===== config.mk =====
export PLATFORM = sky130hd
export DESIGN_NAME = tscb_ctrl
export DESIGN_NICKNAME = d
export VERILOG_FILES = /design/src/sv/tscb_pkg.sv /design/src/sv/tscb_ctrl.sv
export SDC_FILE = /design/constraint.sdc
export NUM_CORES = 1
export LEC_CHECK = 0
export ABC_AREA = 1
export BUFFER_PORTS_ARGS = -buffer_cell sky130_fd_sc_hd__buf_2
export CORE_AREA = 4 4 41 43
export CTS_CLUSTER_SIZE = 24
export DETAILED_ROUTE_END_ITERATION = 10
export DIE_AREA = 0 0 45 47
export PLACE_DENSITY = 0.37
export SLEW_MARGIN = 40
export SYNTH_ARGS = -nofsm -noshare
export SYNTH_HDL_FRONTEND = slang
export SYNTH_SLANG_ARGS = --single-unit

===== constraint.sdc =====
create_clock -name clock -period 2.5 [get_ports clock]
set_input_delay 0.25 -clock clock [delete_from_list [all_inputs] [get_ports clock]]
set_output_delay 0.25 -clock clock [all_outputs]
set_load 0.01 [all_outputs]

===== src/sv/tscb_pkg.sv =====
// Shared constants, command codes and controller/datapath types for the text screen buffer.
package tscb_pkg;

   localparam int CELLS      = 4096;
   localparam int MAX_ROWS   = 32;
   localparam int MAX_COLS   = 128;

   localparam int ADDR_W     = $clog2(CELLS);
   localparam int AREA_W     = ADDR_W + 1;
   localparam int ROW_W      = $clog2(MAX_ROWS);
   localparam int COL_W      = $clog2(MAX_COLS);

   localparam int CMD_W      = 4;
   localparam int HEIGHT_W   = 6;
   localparam int WIDTH_W    = 8;
   localparam int TROW_W     = 6;
   localparam int TCOL_W     = 8;
   localparam int CHAR_W     = 8;
   localparam int CSR_IDX_W  = 2;
   localparam int CSR_DATA_W = 8;

   localparam logic [HEIGHT_W-1:0]  HEIGHT_RST = HEIGHT_W'(24);
   localparam logic [WIDTH_W-1:0]   WIDTH_RST  = WIDTH_W'(80);
   localparam logic [CHAR_W-1:0]    NUL_CHAR   = CHAR_W'(0);

   localparam logic [CSR_IDX_W-1:0] CSR_HEIGHT = CSR_IDX_W'(0);
   localparam logic [CSR_IDX_W-1:0] CSR_WIDTH  = CSR_IDX_W'(1);

   typedef enum logic [CMD_W-1:0] {
      CMD_MOVE    = 4'd0,
      CMD_HOME    = 4'd1,
      CMD_FORWARD = 4'd2,
      CMD_BACK    = 4'd3,
      CMD_UP      = 4'd4,
      CMD_DOWN    = 4'd5,
      CMD_END     = 4'd6,
      CMD_PUT     = 4'd7,
      CMD_GET     = 4'd8,
      CMD_CLEAR   = 4'd9
   } cmd_type;

   typedef enum logic [2:0] {
      ST_IDLE,
      ST_EXEC,
      ST_CLEAR,
      ST_READ,
      ST_DONE
   } state_type;

   // controller -> datapath
   typedef struct packed {
      logic latch;
      logic exec;
      logic clr_step;
      logic rd_en;
      logic load_rsp;
   } ctl_type;

   // datapath -> controller
   typedef struct packed {
      logic is_clear;
      logic clr_last;
      logic rsp_full;
   } sts_type;

endpackage


===== src/sv/tscb_ctrl.sv =====
// Sequencing state machine for the text screen buffer.
module tscb_ctrl import tscb_pkg::*; (
   input  logic    clock,
   input  logic    reset,
   input  logic    req_valid,
   output logic    req_ready,
   input  logic    rsp_ready,
   input  sts_type sts,
   output ctl_type ctl
);

   state_type state_ff, state_in;
   logic      rsp_free;

   assign rsp_free = !sts.rsp_full || rsp_ready;

   always_ff @(posedge clock) begin
      if (reset) begin
         state_ff <= ST_IDLE;
      end else begin
         state_ff <= state_in;
      end
   end

   always_comb begin
      state_in = state_ff;
      unique case (state_ff)
         ST_IDLE: begin
            if (req_valid) state_in = ST_EXEC;
         end
         ST_EXEC: begin
            state_in = sts.is_clear ? ST_CLEAR : ST_READ;
         end
         ST_CLEAR: begin
            if (sts.clr_last) state_in = ST_READ;
         end
         ST_READ: begin
            state_in = ST_DONE;
         end
         ST_DONE: begin
            if (rsp_free) state_in = ST_IDLE;
         end
         default: begin
            state_in = ST_IDLE;
         end
      endcase
   end

   always_comb begin
      ctl       = '0;
      req_ready = 1'b0;
      unique case (state_ff)
         ST_IDLE: begin
            req_ready = 1'b1;
            ctl.latch = req_valid;
         end
         ST_EXEC: begin
            ctl.exec = 1'b1;
         end
         ST_CLEAR: begin
            ctl.clr_step = 1'b1;
         end
         ST_READ: begin
            ctl.rd_en = 1'b1;
         end
         ST_DONE: begin
            ctl.load_rsp = rsp_free;
         end
         default: begin
            ctl = '0;
         end
      endcase
   end

endmodule


### Word-level counts from Yosys, hierarchy flattened

Cells that the tools add are included.

* output and inout port bits: 6
* input bits: 7
* word-level logic and storage cells: 23
* register bits: 3

* muxes and demuxes: 11
* eq/ne operators: 7
* reductions and logical operators: 4

Operators by type and width (number)
* one-hot mux 3 bit (5 select lines): 1
* two-way mux 3 bit: 3
* two-way mux 1 bit: 7
* == test 3 x 2 -> 1 bit (second input constant): 2
* inequality test 2 bit (second input constant): 3
* == test 3 x 1 -> 1 bit (second input constant): 1
* == test 3 bit (second input constant): 1
* logical NOT 3 bit: 1
* AND reduction 3 bit: 1
* logical NOT 1 bit: 1
* logical OR 1 bit: 1

### Logic depth before layout (Yosys ltp)

Gate-level depths: netlist (run 1).

* depth after elaboration: 4
* gate-level depth with buffers: 5
* mapped depth without buffers: 5

### Least setup slack after synthesis (run 1)

No wires, ideal clock.

* path kind: reg-to-output
* from: reg state_ff[2]
* to: out ctl[0] (netlist bit)
* data required time: 2250 ps
* path slack: 1433 ps
* cell stages (with the launch flop): 3
* buffers on the path: 0
* arrival time: 817 ps
* cell sequence: dfxtp_1 > inv_2 > nor4_1

RTL lines
* from (decl): line tscb_ctrl.sv:12 `state_type state_ff, state_in;`
* from (signal assigned): line tscb_ctrl.sv:21 `state_ff <= state_in;`
* to (decl): line tscb_ctrl.sv:9 `output ctl_type ctl`

==> summary.txt, run 1 <==
Drt
  • Routed Antenna Nets: 0
  • Initial DRC count: 0
  • Via-to-Cell Ratio: 3.69
  • Drt total wl: 478 um
  • WL/cell: 7.84 um
  • Vias: 225
  • DRT Pass-1 Iters: 1
  • DRC Markers: 0

CTS
  • H-tree depth reported by CTS: 1
  • CTS buffer count: 3
  • Clock Tree Buf Depth: 2
  • Clock root cell: clkbuf_4
  • CTS Hold Bufs: 0
  • Num Clock Sinks: 3
  • Cts repair resizes: 0
  • CTS tree: yes
  • Post-CTS Setup Bufs: 0
  • Clk_lat worst skew: 0.23 ns
  • CTS clk-pin slew, worst paths: 0.03 ns

Layout
  • Ratio of cells with drive above 1 in the final layout: 43.5%
  • Final Util: 23.2%
  • Area grow syn2layout: 47.9%
  • Antenna Cells: 0
  • Top flop regs: state_ff (3)
  • Finished Layout Cells: 61
  • Largest Register: state_ff
  • Fillers: roughly 160
  • Post-route cell area: 302 um2
  • Nets: 54
  • Max reg flops: 3

Floorplan
  • Initial core utilization: 15.7%
  • Die width: around 45 um
  • Rows: 13
  • Die extent in y: 47 um
  • Die area: 2120 um2
  • Ports: 13
  • CORE AREA: 1300 um2

Pwr
  • Power per Cell Area: 689 nW/um2
  • Total power: 208 uW
  • Pleak: 0.186 nW
  • Worst-case vdd ir drop: 0.372 mV

Timing
  • Fin crit period: 1.31 ns
  • Final Max Tran Viols: 0
  • Slew Limit Headroom: 84.5%
  • Clock Skews: slightly below 0.005 ns
  • Fin. Hold Viols: 0
  • Hold Slack: 0.221 ns
  • Setup TNS: 0 ns
  • # setup viols final: 0
  • Final worst-path cycle share: 52.6%
  • Fmax: around 760 MHz
  • Worst-margin pin slew: 0.232 ns
  • RSZ-0062 raised after global routing: no
  • Setup ws final: 1.19 ns

Setup path
  • Reg2reg setup slack: between 1.5 and 2 ns
  • R2R depth: 4
  • CP peak stage delay: 0.36 ns
  • Worst-path fanout max: 7
  • Capturing point of the worst reg2reg path: state_ff[0]
  • Worst path cell trace: nor2_2, nand2_1, nor2_1, buf_2
  • CP required: ~2.3 ns
  • Crit. End Element: output port
  • Slowest cell on crit path: dfxtp_1
  • CP Launch Type: register
  • WS Path Type: register to output port
  • Reg-to-reg critical path startpoint: state_ff[1]
  • Critical path data arrival time: 1.06 ns

Global routing
  • M2 GR Usage: 7.91%
  • Grt ovf: 0
  • Antenna violations before repair: 0
  • Met3 Resource Use GR: 4.60%
  • Vias in the first global route: around 220
  • GRT busiest layer: met2
  • Largest net degree at the start of global routing: 9
  • First-pass GRT wire length: 814 um
  • GRT Total Usage: 5.60%
  • Met1 usage in global routing: 6.33%

Synth
  • Synth Area per Inst: roughly 6.6 um2
  • Number of distinct library cells after synthesis: 14
  • Syn_nets: 38
  • Synth area leader: dfxtp_1
  • Top cells by area, synth: dfxtp_1, inv_1, nand3_1
  • Post-synth top area share: 29.4%
  • Fraction of the yosys area taken by sequential cells: 29.4%
  • Mapped Area: 204 um2
  • #FFs+latches synth: 3
  • Mapped Cells: 31
  • Synth Warn #: 0

Placement
  • Port bufs: 12
  • RePlAce Congestion: 0.686
  • DP Worst Slack: approximately 1.4 ns
  • Number of instances in the placed design: 57
  • Area post-placement: roughly 280 um2

Hold path
  • WHS Path Cells: 2
  • Hold Crit Class: primary input to register
  • HP Start: reset
  • Worst Hold End: state_ff[1]

Status
  • Status: complete, no violations

Run
  • Max-Cap Viols: 0
-- routing by layer --
metal | vias up | routed length [um]
li1 | 127 | -
met1 | 85 | 210
met2 | 13 | 189
met3 | 0 | 78
met4 | 0 | 0
met5 | - | 0
-- cell usage in the layout (no fill, tap or decap), types with 2 or more instances in the layout --
master,netlist,layout
nand2_1,2,2
buf_2,0,12
dfxtp_1,3,3
nor2_1,2,2
a21oi_1,2,2
clkbuf_4,0,3
nand3_2,2,2
nand3_1,4,4
inv_1,9,9
-- synthesized netlist by cell type, drive strengths merged --
| cell | number |
|---|---|
| a21oi | 2 |
| buf | 1 |
| dfxtp | 3 |
| inv | 10 |
| nand2 | 2 |
| nand3 | 6 |
| nand4 | 1 |
| nor2 | 3 |
| nor3 | 1 |
| nor4 | 1 |
| o21ai | 1 |
-- where the power goes --
group | internal (mW) | leakage, nW | switching [mW]
registers | 0.0543 | 0.0247 | 0.00978
clock network | 0.0597 | 0.0150 | 0.0232
logic | 0.0265 | 0.146 | 0.0343
total | 0.140 | 0.186 | 0.0673
-- worst max-delay path: cells and delay by family (launching register included) --
kind | cells | cell delay, ns
flops | 1 | 0.36
simple gates | 3 | 0.35
buf+inv | 1 | 0.13
-- cell families (layout without fill, tap and decap cells) --
group | Yosys count | after routing | share of synthesized area, %
simple gates | 14 | 14 | 41.1
buf+inv | 11 | 26 | 22.1
compound gates | 3 | 3 | 7.36
flops | 3 | 3 | 29.4
-- cell type report --
cell class	count	area [um2]	share of cell area (%)
sequential	3	60.1	19.9
multi-input combinational	17	98.8	32.8
clock buffer	4	26.3	8.71
timing repair buffer	12	60.1	19.9
tap	15	18.8	6.22
inverter	10	37.5	12.4
-- worst max path at each step --
stage                     start  endpoint  cells after the start
CTS                 state_ff[1]    ctl[4]                      4
global route        state_ff[2]    ctl[0]                      3
finish              state_ff[1]    ctl[4]                      4
detailed placement  state_ff[1]    ctl[4]                      4
floorplan           state_ff[2]    ctl[0]                      2
global placement    state_ff[1]    ctl[4]                      4
Note: power is estimated with default switching activity, not from simulation.
==> inputs of run 2 (changes only) <==
clock period = 1.28 ns   (was 2.5 ns; I/O delays follow)
==> run 2 against run 1 <==
Against the previous run: total power is 96% higher; routed wire length up 1.7%; critical endpoint is now ctl[0]; cell area up 0.83%; register-to-register slack worse by 1.2 ns; clock power increased by 94%; sequential power is 98% higher; non-clock buffer count is the same; worst hold slack got worse by 0.12 ns; count of clock-buffer cells in the layout is the same; combinational power is 96% higher; largest power group unchanged; global-route usage up 0.16 points; setup slack worse by 1.1 ns.
==> summary.txt, run 2 (synthesis gave the netlist of run 1 again) <==
Pwr
  • Net Sw Frac: 32.0%
  • Worst-case vdd ir drop: 0.742 mV
  • Clock network power share: 39.5%
  • Reg power frac: 31.1%
  • Pleak: 0.186 nW
  • Net Switching: between 100 and 150 uW
  • Logic gate share of total power: between 20% and 30%
  • Pint: 277 uW
  • Power per Cell Area: 1340 nW/um2

Drt
  • Vias: 227
  • DRT Pass-1 Iters: 4
  • DRC Markers: 0
  • Via-to-Cell Ratio: 3.72
  • Routed Antenna Nets: 0
  • Drt total wl: 486 um
  • Initial DRC count: 4
  • WL/cell: 7.97 um

Setup path
  • Critical Path Start: state_ff[2]
  • Reg2reg setup slack: 0.44 ns
  • R2R depth: 4
  • Reg-to-reg critical path startpoint: state_ff[0]
  • WS Path Type: register to output port
  • Worst-path fanout max: 8
  • CP Launch Type: register
  • CP required: about 1.2 ns
  • Critical path data arrival time: 1.05 ns
  • Crit. End Element: output port
  • Capturing point of the worst reg2reg path: state_ff[0]

Timing
  • Fin. Hold Viols: 0
  • Worst-margin pin slew: 0.197 ns
  • RSZ-0062 raised after global routing: no
  • Final Max Tran Viols: 0
  • Final worst-path cycle share: 92.3%
  • Setup TNS: 0 ns
  • Fmax: between 800 and 900 MHz
  • Clock Skews: just over 0.002 ns
  • Fin crit period: 1.18 ns
  • # setup viols final: 0
  • Slew Limit Headroom: between 80% and 90%

Layout
  • Multi-input logic area: 98.8 um2
  • Largest Register: state_ff
  • Nets: 54
  • Commonest non-fill, non-tap cell in the layout: buf_2
  • Post-route cell area: 304 um2
  • Sequential cell area: 62.6 um2
  • Ratio of cells with drive above 1 in the final layout: 47.8%
  • Fillers: roughly 170
  • Max reg flops: 3
  • Area grow syn2layout: 49.1%
  • Most frequent cells in the layout: buf_2, inv_1, nand3_1, clkbuf_4
  • Top flop regs: state_ff (3)
  • Antenna Cells: 0

CTS
  • CTS buffer count: 3
  • Cts repair resizes: 0
  • CTS tree: yes
  • Clock root cell: clkbuf_4
  • Post-CTS Setup Bufs: 0
  • CTS clk-pin slew, worst paths: 0.04 ns
  • CTS Hold Bufs: 0
  • Clock Tree Buf Depth: 2
  • Clk_lat worst skew: 0.23 ns
  • Num Clock Sinks: 3
  • H-tree depth reported by CTS: 1

Run
  • Max-Cap Viols: 0

Floorplan
  • Die area: around 2100 um2
  • Die width: 45 um
  • Initial core utilization: 15.7%
  • Rows: 13
  • CORE AREA: 1300 um2
  • Die extent in y: 47 um
  • Ports: 13

Global routing
  • Grt ovf: 0
  • GRT Total Usage: 5.76%
  • Largest net degree at the start of global routing: 9
  • Antenna violations before repair: 0
  • First-pass GRT wire length: about 830 um
  • Vias in the first global route: 201

Hold path
  • Hold Crit Class: primary input to register
  • WHS Path Cells: 2
  • HP Start: reset
  • Worst Hold End: state_ff[1]

Placement
  • RePlAce Congestion: 0.683
  • Hpwl dp: between 300 and 400 um
  • Area post-placement: 275 um2
  • Port bufs: 12

Status
  • Status: complete, no violations
==> run 2: changes by cell type in the layout (fill, tap and decap cells not counted) <==
cell     change
dfxtp_1      -2
dfxtp_2      +2
==> run 2: layout make-up <==
cell class                 count  area share [%]
clock buffer                   4            8.64
timing repair buffer          12            19.8
inverter                      10            12.3
tap                           15            6.17
sequential                     3            20.6
multi-input combinational     17            32.5
==> run 2: worst max-delay path by stage <==
| stage | end |
|---|---|
| after floorplan | ctl[0] |
| after global placement | ctl[4] |
| after detailed placement | ctl[4] |
| after CTS | ctl[0] |
| after global routing | ctl[4] |
| final | ctl[0] |
==> run 2: layer usage <==
layer	vias to the layer above	track usage [%]	wire length [um]
met5	-	0	0
met4	0	0	0
met3	0	6.13	63
met2	10	7.34	176
met1	89	7.03	247
li1	128	-	-
==> run 2: critical path, cell delays in order, from the launching register on <==
cell	delay (ns)
dfxtp_1	0.36
inv_2	0.09
nor4_1	0.21
buf_2	0.17
==> run 2: power by group through the flow <==
stage	combinational, mW	sequential (mW)	clock (mW)
floorplan	0.0817	0.122	0
global placement	0.123	0.128	0
detailed placement	0.121	0.127	0
CTS	0.122	0.125	0.169
global route	0.135	0.131	0.184
finish	0.119	0.127	0.161
==> run 2: through the flow <==
stage	instances	util [%]	hold slack, ns	total power, mW	setup WS [ns]
after floorplan	31	-	0.196	0.203	0.335
final	61	23.4	0.0967	0.407	0.0984
after global placement	57	21.2	0.335	0.251	0.304
after global routing	61	23.4	0.0930	0.450	0.00751
after detailed placement	57	21.2	0.336	0.247	0.326
after CTS	61	23.2	0.0948	0.417	0.0732
